<file path="src/rtl/core/fsfm_pkg.sv">
// Shared types and constants for the dual sensor failover monitor.
`timescale 1ns / 1ps
`default_nettype none

package fsfm_pkg;

  localparam int DIST_WIDTH_DEF  = 32;
  localparam int COUNT_WIDTH_DEF = 4;

  localparam int TOL_WIDTH     = 16;
  localparam int LIMIT_WIDTH   = 4;
  localparam int CFG_IDX_WIDTH = 2;

  localparam logic [CFG_IDX_WIDTH-1:0] CFG_TOLERANCE   = 2'd0;
  localparam logic [CFG_IDX_WIDTH-1:0] CFG_DIVERGE_LIM = 2'd1;
  localparam logic [CFG_IDX_WIDTH-1:0] CFG_STUCK_LIM   = 2'd2;

  localparam logic [TOL_WIDTH-1:0]   TOLERANCE_RST   = 16'd10;
  localparam logic [LIMIT_WIDTH-1:0] DIVERGE_LIM_RST = 4'd3;
  localparam logic [LIMIT_WIDTH-1:0] STUCK_LIM_RST   = 4'd5;

  typedef enum logic [1:0] {
    HEALTH_OK        = 2'd0,
    HEALTH_DIVERGENT = 2'd1,
    HEALTH_STUCK     = 2'd2
  } health_t;

  typedef struct packed {
    logic [TOL_WIDTH-1:0]   tolerance;
    logic [LIMIT_WIDTH-1:0] diverge_limit;
    logic [LIMIT_WIDTH-1:0] stuck_limit;
  } cfg_t;

  typedef struct packed {
    logic    use_backup;
    health_t primary_health;
    health_t backup_health;
    logic    warn_flag;
  } flags_t;

endpackage

`default_nettype wire

</file>
<file path="src/rtl/core/fsfm_cfg_regs.sv">
// Configuration register file: tolerance and the two run limits.
`timescale 1ns / 1ps
`default_nettype none

module fsfm_cfg_regs (
  input  wire logic                                clk,
  input  wire logic                                rst_n,
  input  wire logic                                wr_en,
  input  wire logic [fsfm_pkg::CFG_IDX_WIDTH-1:0]  wr_index,
  input  wire logic [fsfm_pkg::TOL_WIDTH-1:0]      wr_data,
  output fsfm_pkg::cfg_t                           cfg
);
  import fsfm_pkg::*;

  cfg_t cfg_r;

  always_ff @(posedge clk) begin
    if (!rst_n) begin
      cfg_r.tolerance     <= TOLERANCE_RST;
      cfg_r.diverge_limit <= DIVERGE_LIM_RST;
      cfg_r.stuck_limit   <= STUCK_LIM_RST;
    end else if (wr_en) begin
      case (wr_index)
        CFG_TOLERANCE:   cfg_r.tolerance     <= wr_data;
        CFG_DIVERGE_LIM: cfg_r.diverge_limit <= wr_data[LIMIT_WIDTH-1:0];
        CFG_STUCK_LIM:   cfg_r.stuck_limit   <= wr_data[LIMIT_WIDTH-1:0];
        default: ;  // unmapped index, drop the word
      endcase
    end
  end

  assign cfg = cfg_r;

endmodule

`default_nettype wire

</file>
<file path="src/rtl/core/fsfm_check.sv">
// Per-check update: agreement test, run counters, health and failover decision.
`timescale 1ns / 1ps
`default_nettype none

module fsfm_check #(
  parameter int DIST_WIDTH  = fsfm_pkg::DIST_WIDTH_DEF,
  parameter int COUNT_WIDTH = fsfm_pkg::COUNT_WIDTH_DEF
) (
  input  wire fsfm_pkg::cfg_t            cfg,
  input  wire logic [DIST_WIDTH-1:0]     primary,
  input  wire logic [DIST_WIDTH-1:0]     backup,
  input  wire logic [DIST_WIDTH-1:0]     prev_primary,
  input  wire logic [DIST_WIDTH-1:0]     prev_backup,
  input  wire logic [COUNT_WIDTH-1:0]    diverge_run,
  input  wire logic [COUNT_WIDTH-1:0]    primary_run,
  input  wire logic [COUNT_WIDTH-1:0]    backup_run,
  input  wire fsfm_pkg::flags_t          flags,
  output logic [COUNT_WIDTH-1:0]         diverge_run_nxt,
  output logic [COUNT_WIDTH-1:0]         primary_run_nxt,
  output logic [COUNT_WIDTH-1:0]         backup_run_nxt,
  output fsfm_pkg::flags_t               flags_nxt,
  output logic [DIST_WIDTH-1:0]          sel_distance
);
  import fsfm_pkg::*;

  localparam int DIFF_W = DIST_WIDTH + 1;
  localparam int CMP_W  = (DIFF_W > TOL_WIDTH) ? DIFF_W : TOL_WIDTH;
  localparam int RUN_W  = (COUNT_WIDTH > LIMIT_WIDTH) ? COUNT_WIDTH : LIMIT_WIDTH;

  logic signed [DIFF_W-1:0] diff;
  logic        [DIFF_W-1:0] abs_diff;
  logic                     agree;

  // exact difference, one guard bit so it never wraps
  assign diff     = $signed({primary[DIST_WIDTH-1], primary})
                  - $signed({backup[DIST_WIDTH-1], backup});
  assign abs_diff = diff[DIFF_W-1] ? DIFF_W'(-diff) : DIFF_W'(diff);
  assign agree    = CMP_W'(abs_diff) <= CMP_W'(cfg.tolerance);

  always_comb begin
    logic    ub;
    logic    wf;
    health_t ph;
    health_t bh;
    ub = flags.use_backup;
    wf = flags.warn_flag;
    ph = flags.primary_health;
    bh = flags.backup_health;

    // divergence run: blame whichever encoder is active
    if (!agree) begin
      diverge_run_nxt = (&diverge_run) ? diverge_run : diverge_run + 1'b1;
      if (RUN_W'(diverge_run_nxt) >= RUN_W'(cfg.diverge_limit)) begin
        if (!ub) begin
          ph = HEALTH_DIVERGENT;
          ub = 1'b1;
          wf = 1'b1;
        end else begin
          bh = HEALTH_DIVERGENT;
        end
      end
    end else begin
      diverge_run_nxt = '0;
      if (ph == HEALTH_DIVERGENT) ph = HEALTH_OK;
      if (bh == HEALTH_DIVERGENT) bh = HEALTH_OK;
    end

    if (primary == prev_primary) begin
      primary_run_nxt = (&primary_run) ? primary_run : primary_run + 1'b1;
      if (RUN_W'(primary_run_nxt) >= RUN_W'(cfg.stuck_limit) && !ub) begin
        ph = HEALTH_STUCK;
        ub = 1'b1;
        wf = 1'b1;
      end
    end else begin
      primary_run_nxt = '0;
      if (ph == HEALTH_STUCK) ph = HEALTH_OK;
    end

    if (backup == prev_backup) begin
      backup_run_nxt = (&backup_run) ? backup_run : backup_run + 1'b1;
      if (RUN_W'(backup_run_nxt) >= RUN_W'(cfg.stuck_limit) && ub) begin
        bh = HEALTH_STUCK;
      end
    end else begin
      backup_run_nxt = '0;
      if (bh == HEALTH_STUCK) bh = HEALTH_OK;
    end

    // restore covers both the stuck-backup attempt and the regular return
    if (ub && ph == HEALTH_OK && agree) begin
      ub = 1'b0;
      wf = 1'b0;
    end

    flags_nxt.use_backup     = ub;
    flags_nxt.warn_flag      = wf;
    flags_nxt.primary_health = ph;
    flags_nxt.backup_health  = bh;
  end

  assign sel_distance = flags_nxt.use_backup ? backup : primary;

endmodule

`default_nettype wire

</file>
<file path="src/rtl/core/dual_sensor_failover_monitor.sv">
// The accepted word waits in the input register, then moves to the result register and raises out_valid.
// Throughput: one word per cycle; while a finished word waits on out_ready the
// input register takes one more word, then in_ready drops until the result moves.
// Reset (rst_n low, synchronous): both stages empty, registers back to their
// defaults (tolerance 10, limits 3 and 5), primary selected, both statuses ok.
`timescale 1ns / 1ps
`default_nettype none

module dual_sensor_failover_monitor #(
  parameter int DIST_WIDTH  = fsfm_pkg::DIST_WIDTH_DEF,
  parameter int COUNT_WIDTH = fsfm_pkg::COUNT_WIDTH_DEF
) (
  input  wire logic                                clk,
  input  wire logic                                rst_n,
  input  wire logic                                in_valid,
  output logic                                     in_ready,
  input  wire logic signed [DIST_WIDTH-1:0]        in_primary_distance,
  input  wire logic signed [DIST_WIDTH-1:0]        in_backup_distance,
  output logic                                     out_valid,
  input  wire logic                                out_ready,
  output logic                                     out_backup_active,
  output logic [1:0]                               out_primary_state,
  output logic [1:0]                               out_backup_state,
  output logic                                     out_healthy,
  output logic                                     out_warning,
  output logic signed [DIST_WIDTH-1:0]             out_selected_distance,
  input  wire logic                                cfg_valid,
  output logic                                     cfg_ready,
  input  wire logic [fsfm_pkg::CFG_IDX_WIDTH-1:0]  cfg_index,
  input  wire logic [fsfm_pkg::TOL_WIDTH-1:0]      cfg_data
);
  import fsfm_pkg::*;

  cfg_t cfg;

  logic                   in_valid_r;
  logic [DIST_WIDTH-1:0]  primary_r;
  logic [DIST_WIDTH-1:0]  backup_r;

  logic [DIST_WIDTH-1:0]  prev_primary_r;
  logic [DIST_WIDTH-1:0]  prev_backup_r;
  logic [COUNT_WIDTH-1:0] diverge_run_r;
  logic [COUNT_WIDTH-1:0] primary_run_r;
  logic [COUNT_WIDTH-1:0] backup_run_r;
  flags_t                 flags_r;

  logic [COUNT_WIDTH-1:0] diverge_run_nxt;
  logic [COUNT_WIDTH-1:0] primary_run_nxt;
  logic [COUNT_WIDTH-1:0] backup_run_nxt;
  flags_t                 flags_nxt;
  logic [DIST_WIDTH-1:0]  sel_distance;

  logic                   out_valid_r;
  flags_t                 out_flags_r;
  logic [DIST_WIDTH-1:0]  out_dist_r;

  logic out_free;
  logic advance;
  logic in_fire;

  assign cfg_ready = 1'b1;

  fsfm_cfg_regs u_cfg (
    .clk      (clk),
    .rst_n    (rst_n),
    .wr_en    (cfg_valid),
    .wr_index (cfg_index),
    .wr_data  (cfg_data),
    .cfg      (cfg)
  );

  fsfm_check #(
    .DIST_WIDTH  (DIST_WIDTH),
    .COUNT_WIDTH (COUNT_WIDTH)
  ) u_check (
    .cfg             (cfg),
    .primary         (primary_r),
    .backup          (backup_r),
    .prev_primary    (prev_primary_r),
    .prev_backup     (prev_backup_r),
    .diverge_run     (diverge_run_r),
    .primary_run     (primary_run_r),
    .backup_run      (backup_run_r),
    .flags           (flags_r),
    .diverge_run_nxt (diverge_run_nxt),
    .primary_run_nxt (primary_run_nxt),
    .backup_run_nxt  (backup_run_nxt),
    .flags_nxt       (flags_nxt),
    .sel_distance    (sel_distance)
  );

  assign out_free = !out_valid_r || out_ready;
  assign advance  = in_valid_r && out_free;
  assign in_ready = !in_valid_r || out_free;
  assign in_fire  = in_valid && in_ready;

  // input stage
  always_ff @(posedge clk) begin
    if (!rst_n) begin
      in_valid_r <= 1'b0;
    end else if (in_fire) begin
      in_valid_r <= 1'b1;
    end else if (advance) begin
      in_valid_r <= 1'b0;
    end
  end

  always_ff @(posedge clk) begin
    if (in_fire) begin
      primary_r <= in_primary_distance;
      backup_r  <= in_backup_distance;
    end
  end

  // monitor state advances once per word as it moves into the result stage
  always_ff @(posedge clk) begin
    if (!rst_n) begin
      prev_primary_r         <= '0;
      prev_backup_r          <= '0;
      diverge_run_r          <= '0;
      primary_run_r          <= '0;
      backup_run_r           <= '0;
      flags_r.use_backup     <= 1'b0;
      flags_r.warn_flag      <= 1'b0;
      flags_r.primary_health <= HEALTH_OK;
      flags_r.backup_health  <= HEALTH_OK;
    end else if (advance) begin
      prev_primary_r <= primary_r;
      prev_backup_r  <= backup_r;
      diverge_run_r  <= diverge_run_nxt;
      primary_run_r  <= primary_run_nxt;
      backup_run_r   <= backup_run_nxt;
      flags_r        <= flags_nxt;
    end
  end

  // result stage
  always_ff @(posedge clk) begin
    if (!rst_n) begin
      out_valid_r <= 1'b0;
    end else if (advance) begin
      out_valid_r <= 1'b1;
    end else if (out_ready) begin
      out_valid_r <= 1'b0;
    end
  end

  always_ff @(posedge clk) begin
    if (advance) begin
      out_flags_r <= flags_nxt;
      out_dist_r  <= sel_distance;
    end
  end

  assign out_valid             = out_valid_r;
  assign out_backup_active     = out_flags_r.use_backup;
  assign out_primary_state     = out_flags_r.primary_health;
  assign out_backup_state      = out_flags_r.backup_health;
  assign out_healthy           = (out_flags_r.primary_health == HEALTH_OK)
                              || (out_flags_r.backup_health == HEALTH_OK);
  assign out_warning           = out_flags_r.warn_flag;
  assign out_selected_distance = out_dist_r;

endmodule

`default_nettype wire

</file>
<file path="config.mk">
export PLATFORM = sky130hd
export DESIGN_NAME = dual_sensor_failover_monitor
export DESIGN_NICKNAME = d
export VERILOG_FILES = /design/src/rtl/core/fsfm_pkg.sv /design/src/rtl/core/fsfm_cfg_regs.sv /design/src/rtl/core/fsfm_check.sv /design/src/rtl/core/dual_sensor_failover_monitor.sv
export SDC_FILE = /design/constraint.sdc
export NUM_CORES = 1
export LEC_CHECK = 0
export BUFFER_PORTS_ARGS = -buffer_cell sky130_fd_sc_hd__buf_2
export CELL_PAD_IN_SITES_DETAIL_PLACEMENT = 0
export CELL_PAD_IN_SITES_GLOBAL_PLACEMENT = 1
export CORE_MARGIN = 2
export CORE_UTILIZATION = 25
export CTS_BUF_LIST = sky130_fd_sc_hd__clkbuf_4 sky130_fd_sc_hd__clkbuf_8
export CTS_CLUSTER_DIAMETER = 100
export DETAILED_ROUTE_END_ITERATION = 12
export PLACE_DENSITY = 0.49
export SLEW_MARGIN = 5
export SYNTH_ARGS = -nofsm -noshare
export SYNTH_HDL_FRONTEND = slang
export SYNTH_SLANG_ARGS = --single-unit
</file>
<file path="constraint.sdc">
create_clock -name clk -period 11.15 [get_ports clk]
set_clock_uncertainty 0.15 [all_clocks]
set_input_delay 1.115 -clock clk [delete_from_list [all_inputs] [get_ports clk]]
set_output_delay 1.115 -clock clk [all_outputs]
set_load 0.01 [all_outputs]
</file>
### After elaboration in Yosys (flattened, before gate mapping)

Cells that the tools add are included.

* word-level logic and storage cells: 99
* register bits after elaboration: 210
* output and inout bits: 42

* magnitude comparators: 4
* multiplexer cells: 37
* add/sub/neg operators: 5
* reductions and logical operators: 24
* equal/unequal tests: 8

Operators with widths (number)
* $eq 32x32->1: 2
* $le 33x16->1: 1
* $mux 33: 1
* $neg 33->33: 1
* $sub 32x32->33: 1
* $mux 32: 1
* $mux 2: 14
* $mux 4: 6
* $mux 1: 15
* $add 4x1->4 const B: 3
* $ge 4x4->1: 3
* $reduce_and 4->1: 3
* $logic_not 2->1: 4
* $eq 2x1->1 const B: 3
* $eq 2x2->1 const B: 3
* $logic_and 1x1->1: 6
* $reduce_and 2->1: 3
* $reduce_bool 2->1: 2
* $logic_not 1->1: 3
* $logic_or 1x1->1: 3

### Logic depth before layout (Yosys ltp)

Gate-level depths: netlist (run 1).

* word-level depth: 14
* gate-level depth with buffers: 27
* depth with buffers taken out: 25

### Modules after synthesis

Synthesis (run 1) repeated with hierarchy kept, for this count alone.

* cells, all modules: 1383
* area total of the unflattened synthesis: 13259.0 um^2

Modules (own cells, without submodules)
* dual_sensor_failover_monitor: times used 1, cells each 469, area each 6462.4 um^2
* fsfm_check: times used 1, cells each 810, area each 5789.3 um^2
* fsfm_cfg_regs: times used 1, cells each 104, area each 1007.2 um^2

### Worst setup path after synthesis (run 1)

OpenSTA, ideal clock, no wires.

* path kind: reg2reg
* from: reg backup_r[0]
* to: reg out_dist_r[10], in the netlist out_selected_distance[10], data pin
* required time: 10740 ps
* stages on the path, launching flop included: 27
* library setup time: 260 ps
* path buffers: 3
* path slack: 4742 ps
* arrival: 5998 ps
* path through: edfxtp_1 > ha_1 > fa_1 > nand2b_1 > a21boi_2 > o2111ai_1 > a2111oi_0 > o21a_1 > or2_2 > clkbuf_1 > clkbuf_1 > nor2_1 > xnor2_1 > ha_1 > o21a_1 > o21a_1 > o21ai_0 > a21oi_1 > o21ai_0 > o211ai_1 > a32oi_1 > nand3b_1 > or4b_4 > nor4b_4 > o22ai_4 > buf_6 > mux2_4

* cells in the longest elaborated chain, start to end: 14

RTL lines
* start, declared: line dual_sensor_failover_monitor.sv:38 `logic [DIST_WIDTH-1:0] backup_r;`
* start signal, assigned: line dual_sensor_failover_monitor.sv:111 `backup_r <= in_backup_distance;`
* $sub 32x32->33 *: line fsfm_check.sv:36 `- $signed({backup[DIST_WIDTH-1], backup});`
* $neg 33->33: line fsfm_check.sv:37 `assign abs_diff = diff[DIFF_W-1] ? DIFF_W'(-diff) : DIFF_W'(diff);`
* $mux 33 *: line fsfm_check.sv:37
* $le 33x16->1 *: line fsfm_check.sv:38 `assign agree = CMP_W'(abs_diff) <= CMP_W'(cfg.tolerance);`
* $mux 1: line fsfm_check.sv:51 `if (!agree) begin`
* $logic_not 1->1: line fsfm_check.sv:70 `if (RUN_W'(primary_run_nxt) >= RUN_W'(cfg.stuck_limit) && !ub) begin`
* $logic_and 1x1->1: line fsfm_check.sv:70
* $mux 2: line fsfm_check.sv:70
* $mux 2: line fsfm_check.sv:68 `if (primary == prev_primary) begin`
* $logic_not 2->1: line fsfm_check.sv:91 `if (ub && ph == HEALTH_OK && agree) begin`
* $logic_and 1x1->1 (2 in a row): line fsfm_check.sv:91
* $mux 1 *: line fsfm_check.sv:91
* $mux 32 *: line fsfm_check.sv:102 `assign sel_distance = flags_nxt.use_backup ? backup : primary;`
* named net sel_distance[10]: line dual_sensor_failover_monitor.sv:51 `logic [DIST_WIDTH-1:0] sel_distance;`
* end signal, assigned: line dual_sensor_failover_monitor.sv:151 `out_dist_r <= sel_distance;`
* end, declared: line dual_sensor_failover_monitor.sv:55 `logic [DIST_WIDTH-1:0] out_dist_r;`

Mark *: on every way through the listed nets, which the timed path passes. The rest lies on a longest branch.
A chain may end at the register's enable or synchronous reset.

### Worst setup path after layout (run 1)

* from: reg backup_r[0]
* to: reg out_dist_r[4], in the netlist out_selected_distance[4], data pin

The elaborated chain is that of the path after synthesis.

==> results of run 1 <==
## flip-flops by register name (all words and copies together) (netlist names)
name and count:
out_warning 1, prev_backup_r 32, flags_r 6, primary_run_r 4, out_primary_state 2, out_backup_state 2, u_cfg.cfg 24, out_backup_active 1
out_valid 1, prev_primary_r 32, out_selected_distance 32, diverge_run_r 4, backup_run_r 4, in_valid_r 1, backup_r 32, primary_r 32
## power by group
part           leakage [uW]  switching [uW]  total [uW]  internal, uW
clock              0.000444             360         810           450
combinational       0.00324             293         489           196
sequential          0.00186            42.1         900           858
total               0.00554             695        2200          1500
## area by class of cell
| class | instances | area, sq um |
|---|---|---|
| fill | 5280 | 34400 |
| multi-input combinational | 995 | 6610 |
| sequential | 210 | 5230 |
| tap | 664 | 831 |
| clock buffer | 58 | 692 |
| timing repair buffer | 134 | 688 |
| inverter | 71 | 270 |
| clock inverter | 14 | 138 |
## final timing paths
kind / depth (start not counted) / startpoint / slack [ns] / endpoint
setup reg to reg: 26 / backup_r[0]$_DFFE_PP_ / 3.78 / out_selected_distance[4]$_DFFE_PP_
hold reg to reg: 2 / u_cfg.cfg[20]$_SDFFE_PN0P_ / 0.31 / u_cfg.cfg[20]$_SDFFE_PN0P_
hold / removal: 2 / u_cfg.cfg[20]$_SDFFE_PN0P_ / 0.31 / u_cfg.cfg[20]$_SDFFE_PN0P_
setup / recovery: 26 / backup_r[0]$_DFFE_PP_ / 3.78 / out_selected_distance[4]$_DFFE_PP_
## synthesized netlist by cell type, drive strengths merged (3+ instances only)
| cell type | count | area, sq um |
|---|---|---|
| nand2 | 219 | 822 |
| a21oi | 135 | 679 |
| dfxtp | 108 | 2160 |
| edfxtp | 102 | 3060 |
| xnor2 | 89 | 780 |
| inv | 70 | 263 |
| nor2 | 67 | 251 |
| ha | 64 | 801 |
| clkbuf | 47 | 178 |
| o21ai | 38 | 190 |
| mux2 | 36 | 507 |
| nand4 | 29 | 181 |
| nor3 | 28 | 145 |
| a21o | 27 | 203 |
| nand3 | 27 | 135 |
| and2 | 23 | 144 |
| xor2 | 15 | 139 |
| o211ai | 14 | 110 |
| a31oi | 11 | 68.8 |
| buf | 11 | 73.8 |
| nand2b | 11 | 68.8 |
| mux2i | 10 | 100 |
| a2bb2oi | 8 | 70.1 |
| nor2b | 8 | 50.1 |
| nor4 | 8 | 50.1 |
| o22ai | 8 | 63.8 |
| and3 | 7 | 43.8 |
| nand3b | 7 | 52.6 |
| nor4b | 7 | 97.6 |
| o21a | 7 | 52.6 |
| or3 | 7 | 43.8 |
| a21boi | 6 | 48.8 |
| and4 | 6 | 52.6 |
| a211oi | 5 | 37.5 |
| a221oi | 5 | 50.0 |
| nor3b | 5 | 37.5 |
| a211o | 4 | 35.0 |
| a32oi | 4 | 35.0 |
| o21bai | 4 | 30.0 |
| o221ai | 4 | 35.0 |
| a22oi | 3 | 22.5 |
| or2 | 3 | 18.8 |
## cell families after synthesis
kind of cell    after synthesis  share of synthesized area
simple gates                471                      0.185
compound gates              308                      0.159
flops                       210                      0.424
buf+inv                     129                     0.0420
xor+xnor                    104                     0.0745
fa+ha+maj                    65                     0.0665
mux                          46                     0.0492
other cells                   1                   0.000304
## stage by stage
step	hold WS, ns	power, uW	instance area (sq um)	util	std cells
2_1_floorplan	0.286	1240	12300	-	1334
3_3_place_gp	0.295	1410	13600	0.279	2074
3_5_place_dp	0.303	1410	13600	0.279	2074
4_1_cts	0.310	2230	14400	0.296	2146
5_1_grt	0.332	2330	14400	0.296	2146
6_report	0.307	2200	14400	0.296	2146
## per-layer routing
metal | vias up | share of wire | global-route usage
met5 | - | 0.00029 | 0
met4 | 2 | 0.020 | 0.0465
met2 | 202 | 0.46 | 0.265
met1 | 4867 | 0.48 | 0.228
met3 | 48 | 0.041 | 0.0310
li1 | 4996 | - | -
## worst max-delay path: stages (launching register included)
cell and delay, ns:
edfxtp_1 0.46, ha_1 0.27, fa_1 0.42, nand2b_1 0.21, a21boi_2 0.28, o2111ai_1 0.19, a2111oi_0 0.80, o21a_1 0.25
nor2_1 0.05, buf_4 0.21, o21ai_0 0.22, ha_1 0.29, nor2b_1 0.14, o21a_1 0.16, o21a_1 0.16, o21ai_0 0.17
a21oi_1 0.09, o21ai_0 0.18, o211ai_1 0.14, a32oi_1 0.20, nand3b_1 0.10, or4b_4 0.55, nor4b_4 0.27, buf_4 0.28
o22ai_4 0.10, buf_4 0.37, mux2_4 0.39
==> flow_summary.yaml, run 1 <==
outcome:
  status: "completed"
cells_and_area:
  mostFrequentLayoutCells: "nand2_1 (219), a21oi_1 (134), buf_2 (127)"
  drive_gt1_frac: 0.175
  nets: 1604
  layout.cells.most_common: "nand2_1"
  insertedDiodeCount: 0
  syn_to_final_growth_pct: 17.1
detailed_routing:
  wl_per_cell_microns: 19.5
  viasPerCell: 4.71
  drt_iter0_drc: 679
  via_count: 10100
  drc: 0
  first_pass_iters: 5
  ant_nets: 0
  totalWireLength_microns: 41900
clock_network:
  cts.sinks: 210
  clk_pin_slew_ns: 0.06
  worstSkewPairLatency_ns: 0.62
  clockBufferDepth: 3
  cts-resized-gates: 0
  cts_tree: "yes"
  h-tree-depth: 2
  cts_root_buf: "clkbuf_8"
  holdBufCountCts: 0
  numCtsBuffers: 40
  post_cts_buffers: 0
timing:
  worst_pin_slew_ns: 1.02
  final_max_slew_viol_count: 0
  final.period_utilization: 0.661
  finalSetupViolations: 0
  fmaxAchievable_ghz: 0.136
  finalCriticalPeriod_ns: 7.37
  fin_tns_setup_ns: 0
  finalHoldViolations: 0
  fin_ws_ns: 3.78
  max-slew-margin-rel: 0.318
  grt_setup_unrepaired: "false"
logic_synthesis:
  syn_area_sq_um: 12300
  async_flop_share: 0
  netlist_instances: 1334
  synth_nets: 1486
  seq_area_frac_synth: 0.424
  synth_cell_types: 85
  synth-main-ff-cell: "dfxtp_1"
  yosysWarningCount: 0
  avgSynthCellArea_sq_um: 9.25
  ys_ff_latch: 210
  synth_enable_flop_cells: 102
floorplan:
  die_y_microns: 226
  ios: 129
  die_w_microns: 226
  start_util: 0.252
  core_sq_um: 48800
  rows: 81
  die_area_sq_um: 51100
worst_hold_path:
  hold_path_class: "reg2reg"
global_route:
  grt_pass1_wl_microns: 63200
  track_usage: 0.166
  antenna_found_initial: 1
  grt_pass1_vias: 10100
  grt-ovfl-total: 0
  grt_max_degree: 79
worst_setup_path:
  cp-end-kind: "flop"
  worst_ep_required_time_ns: 11.34
  startpoint_type: "flop"
  crit_fanout: 34
  cp.arrival_ns: 7.56
  crit_type: "reg2reg"
flow_run:
  drv_cap: 0
place:
  portBuffers: 127
  dp.final_hpwl_microns: 31200
  place_ws_ns: 3.76
  gp_congestion: 0.830
power:
  irDropWorstVdd_mv: 0.0843
  cellPowerDensity_nw_per_um2: 152
  p_leak_uw: 0.00554
No activity file was read; power rests on OpenSTA's default activity.
==> inputs of run 2 (changes only) <==
Settings changed: ABC_AREA set to 1, PLACE_DENSITY 0.49 to 0.51.
Clock period 11.15 ns to 7.57 ns, I/O delays scaled along.
==> run 2 against run 1 <==
  * Count of clock-buffer cells in the layout is 8 lower
  * Largest cell class unchanged
  * Total power grew 53%
  * Combinational power up 68%
  * Non-clock buffer count stayed put
  * Core utilization is 0.064 points lower
  * Sequential share of layout area down 1.6 points
  * Fmax up 11%
  * Routed wire length decreased by 1.1%
  * Synthesized cell count grew 34%
  * Critical endpoint is now out_selected_distance[27]$_DFFE_PP_
  * Cell count up 23%
  * Worst hold slack got worse by 0.12 ns
==> flow_summary.yaml, run 2 <==
logic_synthesis:
  synth_area_leaders: "edfxtp_1 (24%), dfxtp_1 (17%), nand2_1 (15%), inv_1 (7.1%), ha_1 (6.2%)"
  synth_top_area_frac: 0.237
  synth-main-ff-cell: "dfxtp_1"
  synth_nets: 1939
  synth_cell_types: 48
  synth_most_common_cell: "nand2_1"
  synth_enable_flop_cells: 102
  seq_area_frac_synth: 0.404
  avgSynthCellArea_sq_um: 7.24
  synth_common_cells: "nand2_1 (505), inv_1 (245), nor2_1 (155), nand3_1 (140), o21ai_0 (127)"
  ys_ff_latch: 210
  async_flop_share: 0
  netlist_instances: 1787
  syn_area_sq_um: 12900
  yosysWarningCount: 0
  synth_top_area_cell: "edfxtp_1"
worst_setup_path:
  cp.arrival_ns: 6.84
  startpoint_type: "flop"
  crit_fanout: 35
  crit_type: "reg2reg"
  worst_ep_required_time_ns: 7.76
  cp-end-kind: "flop"
  crit_buf_inv: 6
  crit_slowest_cell: "edfxtp_1"
  slowest_delay_ns: 0.50
  crit_top_cell: "nand2_1"
  critical-path-top-delay-family: "simple AND/OR/NAND/NOR gates"
global_route:
  grt_max_degree: 96
  grt_pass1_vias: 11400
  track_usage: 0.156
  grt-ovfl-total: 0
  antenna_found_initial: 0
  grt_pass1_wl_microns: 64600
detailed_routing:
  via_count: 11600
  first_pass_iters: 5
  totalWireLength_microns: 41500
  wl_per_cell_microns: 15.8
  viasPerCell: 4.41
  drc: 0
  ant_nets: 0
  drt_iter0_drc: 601
place:
  dpl.cell_count: 2556
  dp.final_hpwl_microns: 32400
  portBuffers: 127
  gp_congestion: 0.821
timing:
  fin_tns_setup_ns: 0
  final_max_slew_viol_count: 0
  final.period_utilization: 0.879
  finalSetupViolations: 0
  finalHoldViolations: 0
  fmaxAchievable_ghz: 0.150
  max-slew-margin-rel: 0.315
  finalCriticalPeriod_ns: 6.66
  worst_pin_slew_ns: 1.03
  grt_setup_unrepaired: "false"
cells_and_area:
  fillers: 5612
  syn_to_final_growth_pct: 16.8
  mostFrequentLayoutCells: "nand2_1 (505), inv_1 (244), nor2_1 (155)"
  drive_gt1_frac: 0.126
  fin_cells: 2632
  nets: 2071
  layout.cells.most_common: "nand2_1"
clock_network:
  cts.sinks: 210
  cts_root_buf: "clkbuf_8"
  cts_tree: "yes"
  clockBufferDepth: 3
  worstSkewPairLatency_ns: 0.60
  post_cts_buffers: 0
  holdBufCountCts: 0
  clk_pin_slew_ns: 0.06
  numCtsBuffers: 41
  cts-resized-gates: 0
  h-tree-depth: 2
floorplan:
  die_w_microns: 231
  core_sq_um: 51200
  ios: 129
  die_y_microns: 231
  rows: 83
  start_util: 0.253
  die_area_sq_um: 53600
outcome:
  status: "completed"
power:
  cellPowerDensity_nw_per_um2: 223
  irDropWorstVdd_mv: 0.146
  p_leak_uw: 0.00712
flow_run:
  drv_cap: 0
worst_hold_path:
  hold_path_class: "in2reg"
run 2: cell types whose count changed after synthesis, moves of 51 or more:
cell	previous run	this run
nand2_1	219	505
nor2_1	67	155
nand3_1	27	140
inv_1	69	245
xnor2_1	89	38
o21ai_0	36	127
run 2: metal layers:
| layer | global-route usage | vias to the layer above | wire length, microns |
|---|---|---|---|
| met5 | 0 | - | 0 |
| met2 | 0.255 | 156 | 18900 |
| met1 | 0.212 | 5302 | 20600 |
| met4 | 0.0462 | 0 | 913 |
| li1 | - | 6090 | - |
| met3 | 0.0220 | 50 | 1110 |
run 2: report_power, final:
| part | total [uW] | switching [uW] | internal [uW] |
|---|---|---|---|
| sequential | 1340 | 56.8 | 1290 |
| clock | 1200 | 534 | 664 |
| combinational | 823 | 543 | 279 |
run 2: final cells by class:
class | instances | area (sq um) | area share
multi-input combinational | 1278 | 6540 | 0.433
sequential | 210 | 5230 | 0.346
inverter | 254 | 956 | 0.0633
tap | 680 | 851 | 0.0563
timing repair buffer | 134 | 688 | 0.0455
clock buffer | 50 | 632 | 0.0418
clock inverter | 25 | 213 | 0.0141
antenna | 1 | 2.50 | 0.000166
run 2: worst register-to-register path: cells and delay by family (launching register included):
family | cells | cell delay, ns
and+or+nand+nor | 26 | 3.32
adders and majority gates | 3 | 0.93
DFF | 1 | 0.50
buffers and inverters | 6 | 0.67
AOI/OAI and AO/OA | 5 | 0.65
xor gates and xnor gates | 1 | 0.17
run 2: worst paths after layout:
path | startpoint | endpoint | slack [ns] | depth (start not counted)
max | backup_r[0]$_DFFE_PP_ | out_selected_distance[27]$_DFFE_PP_ | 0.91 | 41
min | in_backup_distance[22] | backup_r[22]$_DFFE_PP_ | 0.18 | 1
min reg2reg | prev_primary_r[4]$_SDFFE_PN0P_ | prev_primary_r[4]$_SDFFE_PN0P_ | 0.32 | 2
max reg2reg | backup_r[0]$_DFFE_PP_ | out_selected_distance[27]$_DFFE_PP_ | 0.91 | 41
run 2: kinds of logic after synthesis:
family	synth area share
adder cells (fa/ha/maj)	0.0635
AO/OA/AOI/OAI	0.108
other	0.000290
XOR/XNOR	0.0386
AND/OR/NAND/NOR	0.293
flip-flops	0.404
buffers and inverters	0.0902
multiplexers	0.00261
run 2: per-stage QoR:
step                      setup slack, ns  hold slack, ns   util  cell area [sq um]  power [uW]
after floorplan                      2.36           0.285      -              12900        1940
after global placement               1.01           0.305  0.279              14300        2190
after detailed placement            0.834           0.315  0.279              14300        2200
after CTS                           0.810           0.130  0.295              15100        3430
after global routing                0.141           0.144  0.295              15100        3590
final                               0.915           0.185  0.295              15100        3360
==> inputs of run 3 (changes only) <==
Settings changed: CELL_PAD_IN_SITES_DETAIL_PLACEMENT 0 to 2, CELL_PAD_IN_SITES_GLOBAL_PLACEMENT 1 to 2, PLACE_DENSITY 0.51 to 0.62.
==> run 3 against run 2 <==
  * Via count rose by 6.0%
  * First-iteration DRC count is 18% lower
  * Count of clock-buffer cells in the layout up 16
  * Largest cell class unchanged
  * Worst hold slack worse by 0.0012 ns
  * Total power up 2.6%
  * Cell area grew 0.42%
  * Combinational power is 5.5% higher
  * Sequential cell count unchanged
  * Sequential share of layout area decreased by 0.15 points
  * Sequential power hardly changed
  * Clock power rose by 3%
  * Register-to-register slack is essentially flat
==> flow_summary.yaml, run 3 (synthesis gave the netlist of run 2 again) <==
outcome:
  status: "completed"
detailed_routing:
  first_pass_iters: 5
  wl_met2_microns: 23700
  top_layer: "met4"
  wl_met1_microns: 22100
  viasPerCell: 4.67
  via_count: 12300
  totalWireLength_microns: 47900
  drc: 0
  drt_iter0_drc: 491
  wl_met3_microns: 1280
  wl_per_cell_microns: 18.2
  ant_nets: 0
cells_and_area:
  syn_to_final_growth_pct: 17.3
  fillers: 6093
  insertedDiodeCount: 0
  final_cell_area_sq_um: 15200
  multi_input_area_sq_um: 6580
  regArea_sq_um: 5230
  layout.cells.most_common: "nand2_1"
  nets: 2072
  final_util: 0.296
  mostFrequentLayoutCells: "nand2_1 (504), inv_1 (244), nor2_1 (155)"
  drive_gt1_frac: 0.129
place:
  gp_congestion: 0.801
  dpl_cell_area_sq_um: 14300
  portBuffers: 127
  place_ws_ns: 0.644
  dp.final_hpwl_microns: 37300
clock_network:
  cts_tree: "yes"
  holdBufCountCts: 0
  clk_pin_slew_ns: 0.06
  cts_root_buf: "clkbuf_8"
  clockBufferDepth: 3
  cts-resized-gates: 0
  worstSkewPairLatency_ns: 0.60
  h-tree-depth: 2
  numCtsBuffers: 41
  post_cts_buffers: 0
  cts.sinks: 210
floorplan:
  die_y_microns: 231
  ios: 129
  rows: 83
  start_util: 0.253
  die_w_microns: 231
  core_sq_um: 51200
  die_area_sq_um: 53600
timing:
  max-slew-margin-rel: 0.294
  finalCriticalPeriod_ns: 6.65
  final_max_slew_viol_count: 0
  finalSetupViolations: 0
  fin_tns_setup_ns: 0
  final.period_utilization: 0.878
  worst_pin_slew_ns: 1.05
  fin_ws_ns: 0.925
  fmaxAchievable_ghz: 0.150
  grt_setup_unrepaired: "false"
  finalHoldViolations: 0
power:
  cellPowerDensity_nw_per_um2: 228
  finalPower_uw: 3450
  irDropWorstVdd_mv: 0.168
  p_leak_uw: 0.00715
worst_setup_path:
  crit_fanout: 34
  worst_ep_required_time_ns: 7.76
  cp-end-kind: "flop"
  crit_slowest_cell: "edfxtp_1"
  crit_top_cell: "nand2_1"
  cp.arrival_ns: 6.83
  r2r_setup_slack_ns: 0.92
  startpoint_type: "flop"
  slowest_delay_ns: 0.48
  crit_type: "reg2reg"
global_route:
  grt_pass1_wl_microns: 74000
  grt_pass1_vias: 13400
  track_usage: 0.176
  antenna_found_initial: 0
  grt-ovfl-total: 0
  grt_max_degree: 88
worst_hold_path:
  hold_path_class: "in2reg"
flow_run:
  drv_cap: 0
run 3: path summary, 6_finish.rpt:
| path | from | to | cells after the start |
|---|---|---|---|
| worst min register to register | u_cfg.cfg[17]$_SDFFE_PN0P_ | u_cfg.cfg[17]$_SDFFE_PN0P_ | 2 |
| worst max register to register | backup_r[0]$_DFFE_PP_ | out_selected_distance[2]$_DFFE_PP_ | 40 |
| worst max-delay path | backup_r[0]$_DFFE_PP_ | out_selected_distance[2]$_DFFE_PP_ | 40 |
| worst min-delay path | in_backup_distance[7] | backup_r[7]$_DFFE_PP_ | 1 |
run 3: where the power goes:
part / leakage (uW) / total [uW] / internal, uW / switching (uW)
logic: 0.00481 / 868 / 282 / 586
clock network: 0.000469 / 1240 / 725 / 513
registers: 0.00187 / 1350 / 1290 / 59.5
total: 0.00715 / 3450 / 2290 / 1160
run 3: layout make-up:
cell class	count	area share
clock inverter	9	0.00684
clock buffer	66	0.0516
tap	680	0.0561
multi-input combinational	1280	0.433
inverter	254	0.0630
sequential	210	0.344
timing repair buffer	133	0.0449
run 3: worst max-delay path: cells and delay by family (launching register included):
family / cells / cell delay [ns]
AO/OA/AOI/OAI: 4 / 0.50
flip-flops: 1 / 0.48
adder cells (fa/ha/maj): 3 / 0.95
buffers and inverters: 5 / 0.47
XOR/XNOR: 1 / 0.17
AND/OR/NAND/NOR: 27 / 3.62
run 3: routing by layer:
layer,global-route usage,vias to the layer above
met5,0,-
met4,0.0425,0
met1,0.224,6011
met2,0.315,147
li1,-,6086
met3,0.0235,53
run 3: metrics by stage:
stage               hold slack [ns]  instances
floorplan                     0.285       1787
global placement              0.307       2555
detailed placement            0.310       2555
CTS                           0.137       2630
global route                  0.143       2632
finish                        0.184       2632
